## src/rtl/tec_pkg.sv

```systemverilog
// ----------------------------------------------------------------------------
// tec_pkg
// Shared types and constants for the text encoding classifier.
// ----------------------------------------------------------------------------
`default_nettype none

package tec_pkg;

	localparam int unsigned ClassWidth = 3;
	localparam int unsigned AccWidth   = 21;

	// Result class codes
	localparam logic [ClassWidth-1:0] CLS_UTF8     = 3'd0;
	localparam logic [ClassWidth-1:0] CLS_UTF8_BOM = 3'd1;
	localparam logic [ClassWidth-1:0] CLS_U16LE    = 3'd2;
	localparam logic [ClassWidth-1:0] CLS_U16BE    = 3'd3;
	localparam logic [ClassWidth-1:0] CLS_OTHER    = 3'd4;

	// Byte-order marks, first two bytes packed high-first
	localparam logic [15:0] BOM_UTF8_HEAD = 16'hEFBB;
	localparam logic [7:0]  BOM_UTF8_TAIL = 8'hBF;
	localparam logic [15:0] BOM_U16LE     = 16'hFFFE;
	localparam logic [15:0] BOM_U16BE     = 16'hFEFF;

	// Validation limits
	localparam logic [7:0]          LEAD2_MIN   = 8'hC2;
	localparam logic [AccWidth-1:0] CP3_MIN     = 21'h000800;
	localparam logic [AccWidth-1:0] SURR_LO     = 21'h00D800;
	localparam logic [AccWidth-1:0] SURR_HI     = 21'h00DFFF;
	localparam logic [AccWidth-1:0] CP4_MIN     = 21'h010000;
	localparam logic [AccWidth-1:0] CP4_MAX     = 21'h10FFFF;

	// Continuation counts of the open sequence
	localparam logic [1:0] SEQ_TWO   = 2'd1;
	localparam logic [1:0] SEQ_THREE = 2'd2;
	localparam logic [1:0] SEQ_FOUR  = 2'd3;

	typedef struct packed {
		logic [15:0]         lead;    // first byte in [15:8], second in [7:0]
		logic [1:0]          seen;    // bytes taken, saturating at three
		logic [1:0]          cont;    // continuation bytes still owed
		logic [1:0]          seqlen;  // continuation count of open sequence
		logic [AccWidth-1:0] acc;     // value of the open sequence
		logic                inv;     // sticky validation failure
	} tec_state_t;

endpackage

`default_nettype wire

```

## src/rtl/tec_step.sv

```systemverilog
// ----------------------------------------------------------------------------
// tec_step
// Next-state and class logic for one byte of text.
// ----------------------------------------------------------------------------
`default_nettype none

module tec_step (
	input  wire tec_pkg::tec_state_t              cur,
	input  wire logic [7:0]                       data_byte,
	output tec_pkg::tec_state_t                   nxt,
	output logic [tec_pkg::ClassWidth-1:0]        encoding_class
);

	logic [tec_pkg::AccWidth-1:0] acc_shift;
	logic [1:0]                   cont_dec;

	assign acc_shift = {cur.acc[tec_pkg::AccWidth-7:0], data_byte[5:0]};
	assign cont_dec  = cur.cont - 2'd1;

	always_comb begin
		nxt = cur;

		// mark capture
		case (cur.seen)
			2'd0: nxt.lead = {data_byte, 8'h00};
			2'd1: nxt.lead = {cur.lead[15:8], data_byte};
			2'd2: begin
				if (cur.lead == tec_pkg::BOM_UTF8_HEAD && data_byte != tec_pkg::BOM_UTF8_TAIL) begin
					nxt.lead = 16'h0000;
				end
			end
			default: ;
		endcase
		if (cur.seen != 2'd3) begin
			nxt.seen = cur.seen + 2'd1;
		end

		// UTF-8 decode
		if (cur.cont != 2'd0) begin
			if (data_byte[7:6] != 2'b10) begin
				nxt.inv  = 1'b1;
				nxt.cont = 2'd0;
			end else begin
				nxt.acc  = acc_shift;
				nxt.cont = cont_dec;
				if (cont_dec == 2'd0) begin
					if (cur.seqlen == tec_pkg::SEQ_THREE &&
					    (acc_shift < tec_pkg::CP3_MIN ||
					     (acc_shift >= tec_pkg::SURR_LO && acc_shift <= tec_pkg::SURR_HI))) begin
						nxt.inv = 1'b1;
					end
					if (cur.seqlen == tec_pkg::SEQ_FOUR &&
					    (acc_shift < tec_pkg::CP4_MIN || acc_shift > tec_pkg::CP4_MAX)) begin
						nxt.inv = 1'b1;
					end
				end
			end
		end else if (data_byte[7] == 1'b0) begin
			// plain ASCII: nothing to track
		end else if (data_byte[7:5] == 3'b110) begin
			if (data_byte < tec_pkg::LEAD2_MIN) begin
				nxt.inv = 1'b1;
			end
			nxt.seqlen = tec_pkg::SEQ_TWO;
			nxt.cont   = tec_pkg::SEQ_TWO;
			nxt.acc    = {16'h0000, data_byte[4:0]};
		end else if (data_byte[7:4] == 4'b1110) begin
			nxt.seqlen = tec_pkg::SEQ_THREE;
			nxt.cont   = tec_pkg::SEQ_THREE;
			nxt.acc    = {17'h00000, data_byte[3:0]};
		end else if (data_byte[7:3] == 5'b11110) begin
			nxt.seqlen = tec_pkg::SEQ_FOUR;
			nxt.cont   = tec_pkg::SEQ_FOUR;
			nxt.acc    = {18'h00000, data_byte[2:0]};
		end else begin
			nxt.inv = 1'b1;
		end
	end

	// Classify on the updated state; marks take priority over validation.
	always_comb begin
		if (nxt.seen == 2'd3 && nxt.lead == tec_pkg::BOM_UTF8_HEAD) begin
			encoding_class = tec_pkg::CLS_UTF8_BOM;
		end else if (nxt.seen >= 2'd2 && nxt.lead == tec_pkg::BOM_U16LE) begin
			encoding_class = tec_pkg::CLS_U16LE;
		end else if (nxt.seen >= 2'd2 && nxt.lead == tec_pkg::BOM_U16BE) begin
			encoding_class = tec_pkg::CLS_U16BE;
		end else if (nxt.inv || nxt.cont != 2'd0) begin
			encoding_class = tec_pkg::CLS_OTHER;
		end else begin
			encoding_class = tec_pkg::CLS_UTF8;
		end
	end

endmodule

`default_nettype wire

```

## src/rtl/text_encoding_classifier_core.sv

```systemverilog
// ----------------------------------------------------------------------------
// text_encoding_classifier_core
// Path: the last byte of a text passes the input register, then the result
// register, which holds its class valid. Throughput: one byte per cycle,
// sustained, set by the state update at the input register; a closing byte
// waits only while the previous class is held downstream.
// Reset: arst_n clears the decode state and both valid flags at once.
// ----------------------------------------------------------------------------
`default_nettype none

module text_encoding_classifier_core (
	input  wire  logic                               clk,
	input  wire  logic                               arst_n,
	input  wire  logic                               byte_valid,
	output logic                                     byte_stall,
	input  wire  logic [7:0]                         data_byte,
	input  wire  logic                               last_byte,
	output logic                                     class_valid,
	input  wire  logic                               class_stall,
	output logic [tec_pkg::ClassWidth-1:0]           encoding_class
);

	// Input register
	logic       vld_s1;
	logic [7:0] data_s1;
	logic       last_s1;

	// Running decode state for the text in flight
	tec_pkg::tec_state_t state_q;
	tec_pkg::tec_state_t state_nxt;
	logic [tec_pkg::ClassWidth-1:0] cls_nxt;

	// Result register
	logic                           vld_s2;
	logic [tec_pkg::ClassWidth-1:0] cls_s2;

	logic adv_s1;
	logic take_in;

	// Advance the held byte unless it closes a text and the result register
	// is still full and stalled downstream.
	assign adv_s1     = vld_s1 && (!last_s1 || !vld_s2 || !class_stall);
	assign byte_stall = vld_s1 && !adv_s1;
	assign take_in    = byte_valid && !byte_stall;

	always_ff @(posedge clk or negedge arst_n) begin
		if (!arst_n) begin
			vld_s1 <= 1'b0;
		end else if (!byte_stall) begin
			vld_s1 <= byte_valid;
		end
	end

	always_ff @(posedge clk) begin
		if (take_in) begin
			data_s1 <= data_byte;
			last_s1 <= last_byte;
		end
	end

	tec_step u_step (
		.cur            (state_q),
		.data_byte      (data_s1),
		.nxt            (state_nxt),
		.encoding_class (cls_nxt)
	);

	// Hold the state between bytes; drop it all once the last byte is done.
	always_ff @(posedge clk or negedge arst_n) begin
		if (!arst_n) begin
			state_q <= '0;
		end else if (adv_s1) begin
			if (last_s1) begin
				state_q <= '0;
			end else begin
				state_q <= state_nxt;
			end
		end
	end

	// One transaction out per text, loaded when its last byte advances.
	always_ff @(posedge clk or negedge arst_n) begin
		if (!arst_n) begin
			vld_s2 <= 1'b0;
		end else if (adv_s1 && last_s1) begin
			vld_s2 <= 1'b1;
		end else if (!class_stall) begin
			vld_s2 <= 1'b0;
		end
	end

	always_ff @(posedge clk) begin
		if (adv_s1 && last_s1) begin
			cls_s2 <= cls_nxt;
		end
	end

	assign class_valid    = vld_s2;
	assign encoding_class = cls_s2;

endmodule

`default_nettype wire

```

## config.mk

```make
export PLATFORM = sky130hd
export DESIGN_NAME = text_encoding_classifier_core
export DESIGN_NICKNAME = d
export VERILOG_FILES = /design/src/rtl/tec_pkg.sv /design/src/rtl/tec_step.sv /design/src/rtl/text_encoding_classifier_core.sv
export SDC_FILE = /design/constraint.sdc
export NUM_CORES = 1
export LEC_CHECK = 0
export ABC_AREA = 1
export BUFFER_PORTS_ARGS = -buffer_cell sky130_fd_sc_hd__buf_2
export CAP_MARGIN = 20
export CORE_ASPECT_RATIO = 0.6
export CORE_UTILIZATION = 45
export CTS_CLUSTER_SIZE = 14
export DETAILED_ROUTE_END_ITERATION = 10
export PLACE_DENSITY = 0.61
export SETUP_SLACK_MARGIN = 0.5
export SKIP_CTS_REPAIR_TIMING = 1
export SLEW_MARGIN = 20
export SYNTH_ARGS = -nofsm -noshare
export SYNTH_HDL_FRONTEND = slang
export SYNTH_SLANG_ARGS = --single-unit
```

## constraint.sdc

```tcl
create_clock -name clk -period 2.2 [get_ports clk]
set_clock_uncertainty 0.1 [all_clocks]
set_input_delay 0.11 -clock clk [delete_from_list [all_inputs] [get_ports clk]]
set_output_delay 0.11 -clock clk [all_outputs]
set_load 0.1 [all_outputs]
```

==> results.toml, run 1 <==
[outcome]
status = "finished clean"

[placement]
dp_hpwl_um = 5249
place.gp.congestion = 0.9186
placed_cells = 443
port_buffers = 17

[route]
drc = 0
drtIter0Drc = 211
wl_per_cell_um = 16.37
vias = 2638
drt-total-wl_um = 7939
dr.pass1.iters = 4
detail-route-antenna-nets = 0
via_per_inst = 5.439

[global_routing]
antenna_found_initial = 0
grt_pass1_vias = 2183
grt_pass1_wl_um = 11420
grt_usage_pct = 23.85
grt_max_degree = 27
grt_overflow = 0

[critical_path]
path_cells = "inv_2 > nand2_4 > nor2_4 > nand2_2 > nand3_4 > buf_8 > nand3_2 > nand2_2 > nand2_2 > nor2_4 > nand2_2 > a21oi_4 > nor2_2"
cp_slowest_stage_delay_ps = 450
reg2reg_depth = 13
crit_path_start_kind = "flip-flop"
r2r_start = "data_s1[6]$_DFFE_PP_"
critPathArrivalTime_ps = 2050
crit_end = "encoding_class[2]$_SDFFCE_PP0P_"
crit_path_end_kind = "flip-flop"
ff2ff_setup_slack_ps = 130
slowest_stage = "edfxtp_1"
worstPathMaxFanout = 8
crit_type = "flip-flop to flip-flop"
r2r_end = "encoding_class[2]$_SDFFCE_PP0P_"
crit_start = "data_s1[6]$_DFFE_PP_"
cp.required_ps = 2180
crit_top_cell = "nand2_2"

[timing]
whs_ps = 25.56
fin_crit_sh_pct = 94.16
finalCriticalPeriod_ps = 2072
hold_viol_final = 0
fin_setup_tns_ps = 0
setup_violations = 0
tightest_slew_ps = 483.1
drv_slew = 0
fmax_ghz = 0.4827
slew_headroom_pct = 68.01
rsz0062_at_grt = "yes"

[synth]
synth_area_um2 = 2745
netlist_instances = 339
synth_fp_nets = 354
yosys_register_bits = 52
yosys_warnings = 0
seq_area_frac_synth_pct = 49.59
synth_area_per_cell_um2 = 8.098
ys.flop_type = "dfrtp_1"
ys_types = 31
synth_edf_count = 12
synth-async-reset-ratio_pct = 76.92

[power]
p_total_uw = 2646
p_leak_uw = 0.001685
power_density_nw_per_um2 = 711.7
vdd_ir_drop_max_v = 0.0003138

[clocking]
h-tree-depth = 2
insertion_delay_ps = 320
cts_buffer_depth = 2
cts_tree = "yes"
cts.sinks = 52
clk_pin_slew_worst_paths_ps = 100
cts_root_buf = "clkbuf_8"
cts_buffers = 5

[finish]
layout-drive-gt1-share_pct = 34.32
final_common_cell = "nand2_1"
nFillCells = 500
post-route-util_pct = 64.90
instances_no_fill = 485
final_net_count = 419
area_growth_pct = 35.41
n_antenna_cell = 0
final_cell_mix = "82 x nand2_1, 39 x dfrtp_1, 34 x nand3_1"

[min_path]
hold_path.class = "primary input to flip-flop"

[flow_run]
maxCapViolCount = 0

[die]
die_x_um = 102.8
rows = 21
start_util_pct = 47.92
ioPinCount = 18
coreArea_um2 = 5728
die_h_um = 62.50
dieArea_um2 = 6427
registers in the layout, summed over array words and instances, names as in the netlist:
| name | cells |
|---|---|
| state_q | 38 |
| class_valid | 1 |
| last_s1 | 1 |
| data_s1 | 8 |
| encoding_class | 3 |
| vld_s1 | 1 |
cell usage after synthesis, types with 2 or more instances:
cell | instances | area [um2]
nand2_2 | 6 | 37.54
dfrtp_1 | 40 | 1001
o21ai_1 | 4 | 20.02
nor3_2 | 2 | 20.02
a22o_1 | 5 | 43.79
nor2_2 | 4 | 25.02
nand3_2 | 3 | 30.03
o21ai_2 | 2 | 17.52
o211ai_1 | 3 | 22.52
buf_2 | 5 | 25.02
inv_1 | 33 | 123.9
nand2_1 | 99 | 371.6
nand3_1 | 44 | 220.2
nor2_1 | 26 | 97.59
ha_1 | 2 | 25.02
nand4_1 | 3 | 18.77
a31oi_1 | 2 | 12.51
a21oi_1 | 6 | 30.03
o22ai_1 | 4 | 25.02
o21ai_0 | 16 | 80.08
clkbuf_1 | 4 | 15.01
edfxtp_1 | 12 | 360.4
nor3_1 | 4 | 20.02
inv_2 | 3 | 11.26
through the flow:
step                area (um2)  setup slack, ps
finish                    3717            128.4
global route              3717            36.51
CTS                       3156            95.01
detailed placement        3048            118.5
global placement          3048            147.7
floorplan                 2800            395.3
cell families after synthesis:
logic type / count (synthesis) / share of synthesized area [%]
flip-flops: 52 / 49.59
adder cells (fa/ha/maj): 2 / 0.9114
AND/OR/NAND/NOR: 191 / 30.63
AO/OA/AOI/OAI: 47 / 10.98
buffers and inverters: 47 / 7.885
area by class of cell:
| class | instances | area, um2 | share of cell area (%) |
|---|---|---|---|
| Timing Repair Buffer | 65 | 521.8 | 14.04 |
| Clock buffer | 6 | 72.57 | 1.952 |
| Multi-Input combinational cell | 243 | 1451 | 39.04 |
| Clock inverter | 2 | 35.03 | 0.9424 |
| Sequential cell | 52 | 1365 | 36.72 |
| Tap cell | 80 | 100.1 | 2.693 |
| Inverter | 37 | 171.4 | 4.611 |
how the worst min path moves through the flow:
stage / start / end / slack (ps) / depth (start not counted)
6_report: class_stall / vld_s1$_DFFE_PN0N_ / 30 / 3
5_1_grt: class_stall / vld_s1$_DFFE_PN0N_ / 40 / 3
4_1_cts: arst_n / vld_s1$_DFFE_PN0N_ / -400 / 1
3_5_place_dp: arst_n / vld_s1$_DFFE_PN0N_ / -60 / 1
3_3_place_gp: arst_n / class_valid$_DFFE_PN0P_ / -60 / 1
2_1_floorplan: arst_n / state_q[0]$_DFFE_PN0P_ / -290 / 0
worst max-delay path: cells and delay by family, from the launching register on:
family	cells	cell delay [ps]
and+or+nand+nor	10	870
DFF	1	450
buffers and inverters	2	260
AOI/OAI and AO/OA	1	130
metal layers:
metal | vias up | GRT usage [%] | part of all wire (%)
met5 | - | 0 | 0
met4 | 0 | 6.514 | 0.74
met3 | 9 | 4.810 | 8.8
met2 | 131 | 28.50 | 40
met1 | 1240 | 41.26 | 50
li1 | 1258 | - | -
power by group:
group | switching (uW) | internal [uW] | total [uW] | leakage [uW]
clock network | 334 | 338 | 672 | 0.0000552
registers | 86.3 | 1090 | 1180 | 0.000650
logic | 482 | 315 | 797 | 0.000980
Power figures use the tool's default switching activity.
==> inputs of run 2 (changes only) <==
--- a/config.mk
+++ b/config.mk
@@ -5,14 +5,13 @@
 export SDC_FILE = /design/constraint.sdc
 export NUM_CORES = 1
 export LEC_CHECK = 0
-export ABC_AREA = 1
-export BUFFER_PORTS_ARGS = -buffer_cell sky130_fd_sc_hd__buf_2
+export BUFFER_PORTS_ARGS = -buffer_cell sky130_fd_sc_hd__buf_4
 export CAP_MARGIN = 20
 export CORE_ASPECT_RATIO = 0.6
-export CORE_UTILIZATION = 45
+export CORE_UTILIZATION = 47
 export CTS_CLUSTER_SIZE = 14
 export DETAILED_ROUTE_END_ITERATION = 10
-export PLACE_DENSITY = 0.61
+export PLACE_DENSITY = 0.64
 export SETUP_SLACK_MARGIN = 0.5
 export SKIP_CTS_REPAIR_TIMING = 1
 export SLEW_MARGIN = 20
==> run 2 against run 1 <==
Compared with the run above:
- sequential cell count unchanged
- area after synthesis down 7.9%
- power down 4.9%
- global-route usage about the same
- cell area down 6.0%
- combinational power down 6.6%
- die area down 12%
==> results.toml, run 2 <==
[critical_path]
critPathArrivalTime_ps = 2030
path_cells = "nand4bb_4 > or3_4 > o31ai_4 > a221o_1 > nor2_1"
slowest_stage = "dfrtp_1"
worstPathMaxFanout = 4
cp_slowest_stage_delay_ps = 420
reg2reg_depth = 5
crit_path_end_kind = "flip-flop"
crit_path_start_kind = "flip-flop"
crit_type = "flip-flop to flip-flop"
cp.required_ps = 2170
ff2ff_setup_slack_ps = 140

[die]
coreArea_um2 = 5130
die_x_um = 96.70
die_h_um = 58.82
start_util_pct = 49.29
dieArea_um2 = 5687
rows = 20
ioPinCount = 18

[finish]
n_antenna_cell = 0
largest_reg_flops = 38
layout-drive-gt1-share_pct = 37.03
final_net_count = 330
regMostFlops = "state_q"
area_growth_pct = 38.15
final_cell_mix = "52 x buf_4, 36 x dfrtp_1, 32 x nand2_1"
fin_area_um2 = 3493
final_common_cell = "buf_4"

[synth]
netlist_instances = 249
ys.flop_type = "dfrtp_1"
yosys_warnings = 0
yosys_register_bits = 52
synth_commonest_cells = "43 x nand2_1, 40 x dfrtp_1, 19 x a22o_1, 19 x o21ai_0, 17 x nor2_1"
synth-async-reset-ratio_pct = 76.92
synth_fp_nets = 264
synth-compound-area-share_pct = 20.78
seq_area_frac_synth_pct = 53.83
synthMuxAreaShare_pct = 0.3958
synth_top_family_by_area = "compound AO/OA/AOI/OAI gates"
synth-simple-area-share_pct = 19.99
synth_area_per_cell_um2 = 10.16
yosys-top-cells-area = "dfrtp_1 40%, edfxtp_1 14%, a22o_1 6.6%, nand2_1 6.4%, o21ai_0 3.8%"
synth_edf_count = 12
ys_types = 52
yosys.area.top_type = "dfrtp_1"
synth_most_common_cell = "nand2_1"
synth_area_um2 = 2529
synth_xor_xnor_area_share_pct = 0.3464
synth.top_cell.area_share_pct = 39.58
synthAdderAreaFrac_pct = 0.9896

[timing]
fin_setup_tns_ps = 0
setup_violations = 0
finalCriticalPeriod_ps = 2060
whs_ps = 217.2
setup_ws_ps = 139.5
slew_headroom_pct = 64.82
rsz0062_at_grt = "yes"
fmax_ghz = 0.4853
hold_viol_final = 0
tightest_slew_ps = 527.7
drv_slew = 0
fin_crit_sh_pct = 93.66

[clocking]
cts.sinks = 52
cts_buffer_depth = 2
clk_pin_slew_worst_paths_ps = 100
cts_root_buf = "clkbuf_8"
h-tree-depth = 2
cts_tree = "yes"
cts_buffers = 5
insertion_delay_ps = 310

[placement]
place.gp.congestion = 0.8926
dpl_cell_area_um2 = 2918
preCtsSetupSlack_ps = -54.59
dp_hpwl_um = 4611
port_buffers = 17

[power]
power_density_nw_per_um2 = 720.4
seqPwrFrac_pct = 47.9
p_int_uw = 1681
swShare_pct = 33.21
power.share.clock_pct = 22.5
p_total_uw = 2517
combPwrFrac_pct = 29.5
power_switching_uw = 835.7
p_leak_uw = 0.001494
vdd_ir_drop_max_v = 0.0003420

[route]
drc = 0
wl_per_cell_um = 17.85
drtIter0Drc = 194
vias = 2195
via_per_inst = 5.746
drt-total-wl_um = 6820
dr.pass1.iters = 5
detail-route-antenna-nets = 0

[global_routing]
antenna_found_initial = 0
grt_pass1_wl_um = 10180
grt_max_degree = 41
grt_usage_pct = 23.87
grt_pass1_vias = 1872
grt_overflow = 0

[flow_run]
maxCapViolCount = 0

[min_path]
hold_path.class = "primary input to async pin"

[outcome]
status = "finished clean"
run 2: cell types whose count changed after synthesis, sizes merged, moves of 4 or more:
cell,delta
nor2,-13
inv,-29
a21oi,+4
nand2b,+4
nand2,-62
nand3,-42
a22o,+14
run 2: stage by stage:
stage / std cells / utilization (%)
finish: 382 / 68.10
global route: 382 / 68.10
CTS: 351 / 58.66
detailed placement: 343 / 56.88
global placement: 343 / 56.88
floorplan: 249 / -
run 2: cells by family (layout without fill, tap and decap cells):
kind of cell / after synthesis / in the layout
adder cells (fa/ha/maj): 2 / 2
multiplexers: 1 / 1
AND/OR/NAND/NOR: 101 / 101
flip-flops: 52 / 52
XOR/XNOR: 1 / 1
AO/OA/AOI/OAI: 73 / 73
buffers and inverters: 19 / 86
run 2: metal layers:
layer	track usage [%]	vias up	wire length [um]
li1	-	1053	-
met1	40.25	1055	3678
met2	29.48	80	2701
met3	4.988	7	393
met4	6.397	0	46
met5	0	-	0
run 2: final timing paths:
path,start,end
worst max register to register,state_q[30]$_DFFE_PN0P_,encoding_class[1]$_SDFFCE_PP0P_
worst min register to register,state_q[5]$_DFFE_PN0P_,state_q[5]$_DFFE_PN0P_
worst max-delay path,state_q[30]$_DFFE_PN0P_,encoding_class[1]$_SDFFCE_PP0P_
min in group clk,state_q[5]$_DFFE_PN0P_,state_q[5]$_DFFE_PN0P_
max in group asynchronous,arst_n,state_q[36]$_DFFE_PN0P_
worst min-delay path,arst_n,state_q[14]$_DFFE_PN0P_
run 2: layout make-up:
| cell class | instances | area, um2 |
|---|---|---|
| timing repair buffer | 71 | 620.6 |
| clock inverter | 3 | 22.52 |
| clock buffer | 5 | 68.82 |
| fill | 384 | 1637 |
| multi-input combinational | 178 | 1303 |
| inverter | 7 | 30.03 |
| sequential | 52 | 1366 |
| tap | 66 | 82.58 |
run 2: power groups by stage:
stage	Combinational, uW	Clock [uW]	Sequential, uW
6_report	744	567	1210
3_5_place_dp	559	0	1210
4_1_cts	562	579	1190
5_1_grt	796	620	1220
3_3_place_gp	561	0	1210
2_1_floorplan	375	0	1210
run 2: worst max-delay path: cells and delay by family (launching register included):
family,cells,cell delay [ps]
AOI/OAI and AO/OA,2,600
DFF,1,420
and+or+nand+nor,3,710
==> inputs of run 3 (changes only) <==
==> constraint.sdc (replaced) <==
create_clock -name clk -period 1.9 [get_ports clk]
set_clock_uncertainty 0.1 [all_clocks]
set_input_delay 0.095 -clock clk [delete_from_list [all_inputs] [get_ports clk]]
set_output_delay 0.095 -clock clk [all_outputs]
set_load 0.1 [all_outputs]
==> run 3 against run 2 <==
Compared with the run above:
- cell area rose by 12%
- die area did not move
- the flow now finishes with violations (negative setup slack)
- via count rose by 15%
- worst hold slack got worse by 77 ps
- global-route usage rose by 1.7 points
- utilization rose by 7.9 points
- clock power rose by 21%
- critical endpoint is now encoding_class[0]$_SDFFCE_PP1P_
==> results.toml, run 3 (same netlist as run 2, synthesis figures left out) <==
[timing]
setup_violations = 21
tightest_slew_ps = 522.2
fin_crit_sh_pct = 105.9
hold_viol_final = 0
fin_setup_tns_ps = -1247
finalCriticalPeriod_ps = 2012
drv_slew = 0
setup_ws_ps = -111.8
fmax_ghz = 0.4971
slew_headroom_pct = 65.18
rsz0062_at_grt = "yes"

[placement]
port_buffers = 17
preCtsSetupSlack_ps = -226.2
dp_hpwl_um = 5322
place.gp.congestion = 0.9696

[clocking]
insertion_delay_ps = 320
cts_buffers = 5
cts_buffer_depth = 2
clk_pin_slew_worst_paths_ps = 110
cts.sinks = 52
h-tree-depth = 2
cts_tree = "yes"
cts_root_buf = "clkbuf_8"

[finish]
post-route-util_pct = 75.95
final_cell_mix = "85 x buf_4, 37 x dfrtp_1, 29 x nand2_1"
area_growth_pct = 54.08
multi_input_area_um2 = 1389
largest_reg_flops = 38
layout-drive-gt1-share_pct = 47.32
nFillCells = 318
n_antenna_cell = 0
regMostFlops = "state_q"
final_net_count = 369
final_common_cell = "buf_4"
final-seq-area_um2 = 1368

[global_routing]
grt_usage_pct = 25.60
grt_overflow = 0
grt_pass1_vias = 2095
antenna_found_initial = 0
grt_max_degree = 41
grt_pass1_wl_um = 10980

[critical_path]
cp_slowest_stage_delay_ps = 420
worstPathMaxFanout = 4
path_cells = "nand4bb_4 > or3_4 > o31ai_4 > a221o_1 > nor2_1"
critPathArrivalTime_ps = 2000
critPathBufInv = 0
crit_path_start_kind = "flip-flop"
crit_type = "flip-flop to flip-flop"
slowest_stage = "dfrtp_1"
cp.required_ps = 1890
crit_path_end_kind = "flip-flop"
cp_top_family = "simple AND/OR/NAND/NOR gates"

[min_path]
hold_path.class = "primary input to flip-flop"

[route]
detail-route-antenna-nets = 0
wl_per_cell_um = 19.66
met3_length_um = 736
drt-total-wl_um = 8275
dr.pass1.iters = 4
drc = 0
via_per_inst = 5.979
met2_length_um = 3545
drtIter0Drc = 265
wl_met1_um = 3853
top_layer_used = "met4"
vias = 2517

[power]
seqPwrFrac_pct = 44.2
vdd_ir_drop_max_v = 0.0005297
power_density_nw_per_um2 = 801.9
power.share.clock_pct = 22.0
combPwrFrac_pct = 33.8
swShare_pct = 34.18
p_leak_uw = 0.001691
p_int_uw = 2057
power_switching_uw = 1068

[outcome]
violations = "negative setup slack"
status = "complete, but fails checks"

[die]
die_x_um = 96.70
rows = 20
dieArea_um2 = 5687
ioPinCount = 18
start_util_pct = 49.29
coreArea_um2 = 5130
die_h_um = 58.82

[flow_run]
maxCapViolCount = 0
run 3: power groups by stage:
| stage | logic, uW | registers (uW) | clock network, uW |
|---|---|---|---|
| final | 1060 | 1380 | 688 |
| after global placement | 784 | 1380 | 0 |
| after CTS | 797 | 1360 | 684 |
| after global routing | 1120 | 1390 | 740 |
| after floorplan | 442 | 1410 | 0 |
| after detailed placement | 795 | 1380 | 0 |
run 3: layer usage:
| metal | vias to the layer above | track usage [%] |
|---|---|---|
| met5 | - | 0 |
| met4 | 0 | 4.264 |
| met3 | 19 | 7.245 |
| met2 | 123 | 35.21 |
| met1 | 1244 | 40.15 |
| li1 | 1131 | - |
run 3: layout make-up:
cell class,instances,share of cell area [%]
well taps,66,2.119
multi-input cells,179,35.65
flip-flops and latches,52,35.10
inverters,7,0.8992
clock buffers,5,1.766
repair buffers,109,23.83
clock inverters,3,0.6423
run 3: per-stage QoR:
| step | cells | area [um2] | total power [uW] | hold slack, ps |
|---|---|---|---|---|
| final | 421 | 3896 | 3125 | 140.1 |
| after global routing | 421 | 3896 | 3252 | 159.4 |
| after CTS | 383 | 3274 | 2840 | -338.4 |
| after detailed placement | 375 | 3181 | 2175 | 8.738 |
| after global placement | 375 | 3181 | 2160 | 10.24 |
| after floorplan | 249 | 2641 | 1848 | -300.6 |
run 3: tightest hold or removal path: cells and delay by family:
kind | cells | cell delay, ps
buffers and inverters | 1 | 130
and+or+nand+nor | 2 | 310
run 3: final timing paths:
kind                                         start                         endpoint  slack, ps  depth (start not counted)
hold reg to reg             state_q[4]$_DFFE_PN0P_           state_q[4]$_DFFE_PN0P_        400                          2
hold / removal                         class_stall               vld_s1$_DFFE_PN0N_        140                          3
setup / recovery           state_q[30]$_DFFE_PN0P_  encoding_class[0]$_SDFFCE_PP1P_       -110                          5
max in group asynchronous                   arst_n          state_q[27]$_DFFE_PN0P_       1140                          2
min in group asynchronous                   arst_n               vld_s1$_DFFE_PN0N_        170                          2
setup reg to reg           state_q[30]$_DFFE_PN0P_  encoding_class[0]$_SDFFCE_PP1P_       -110                          5
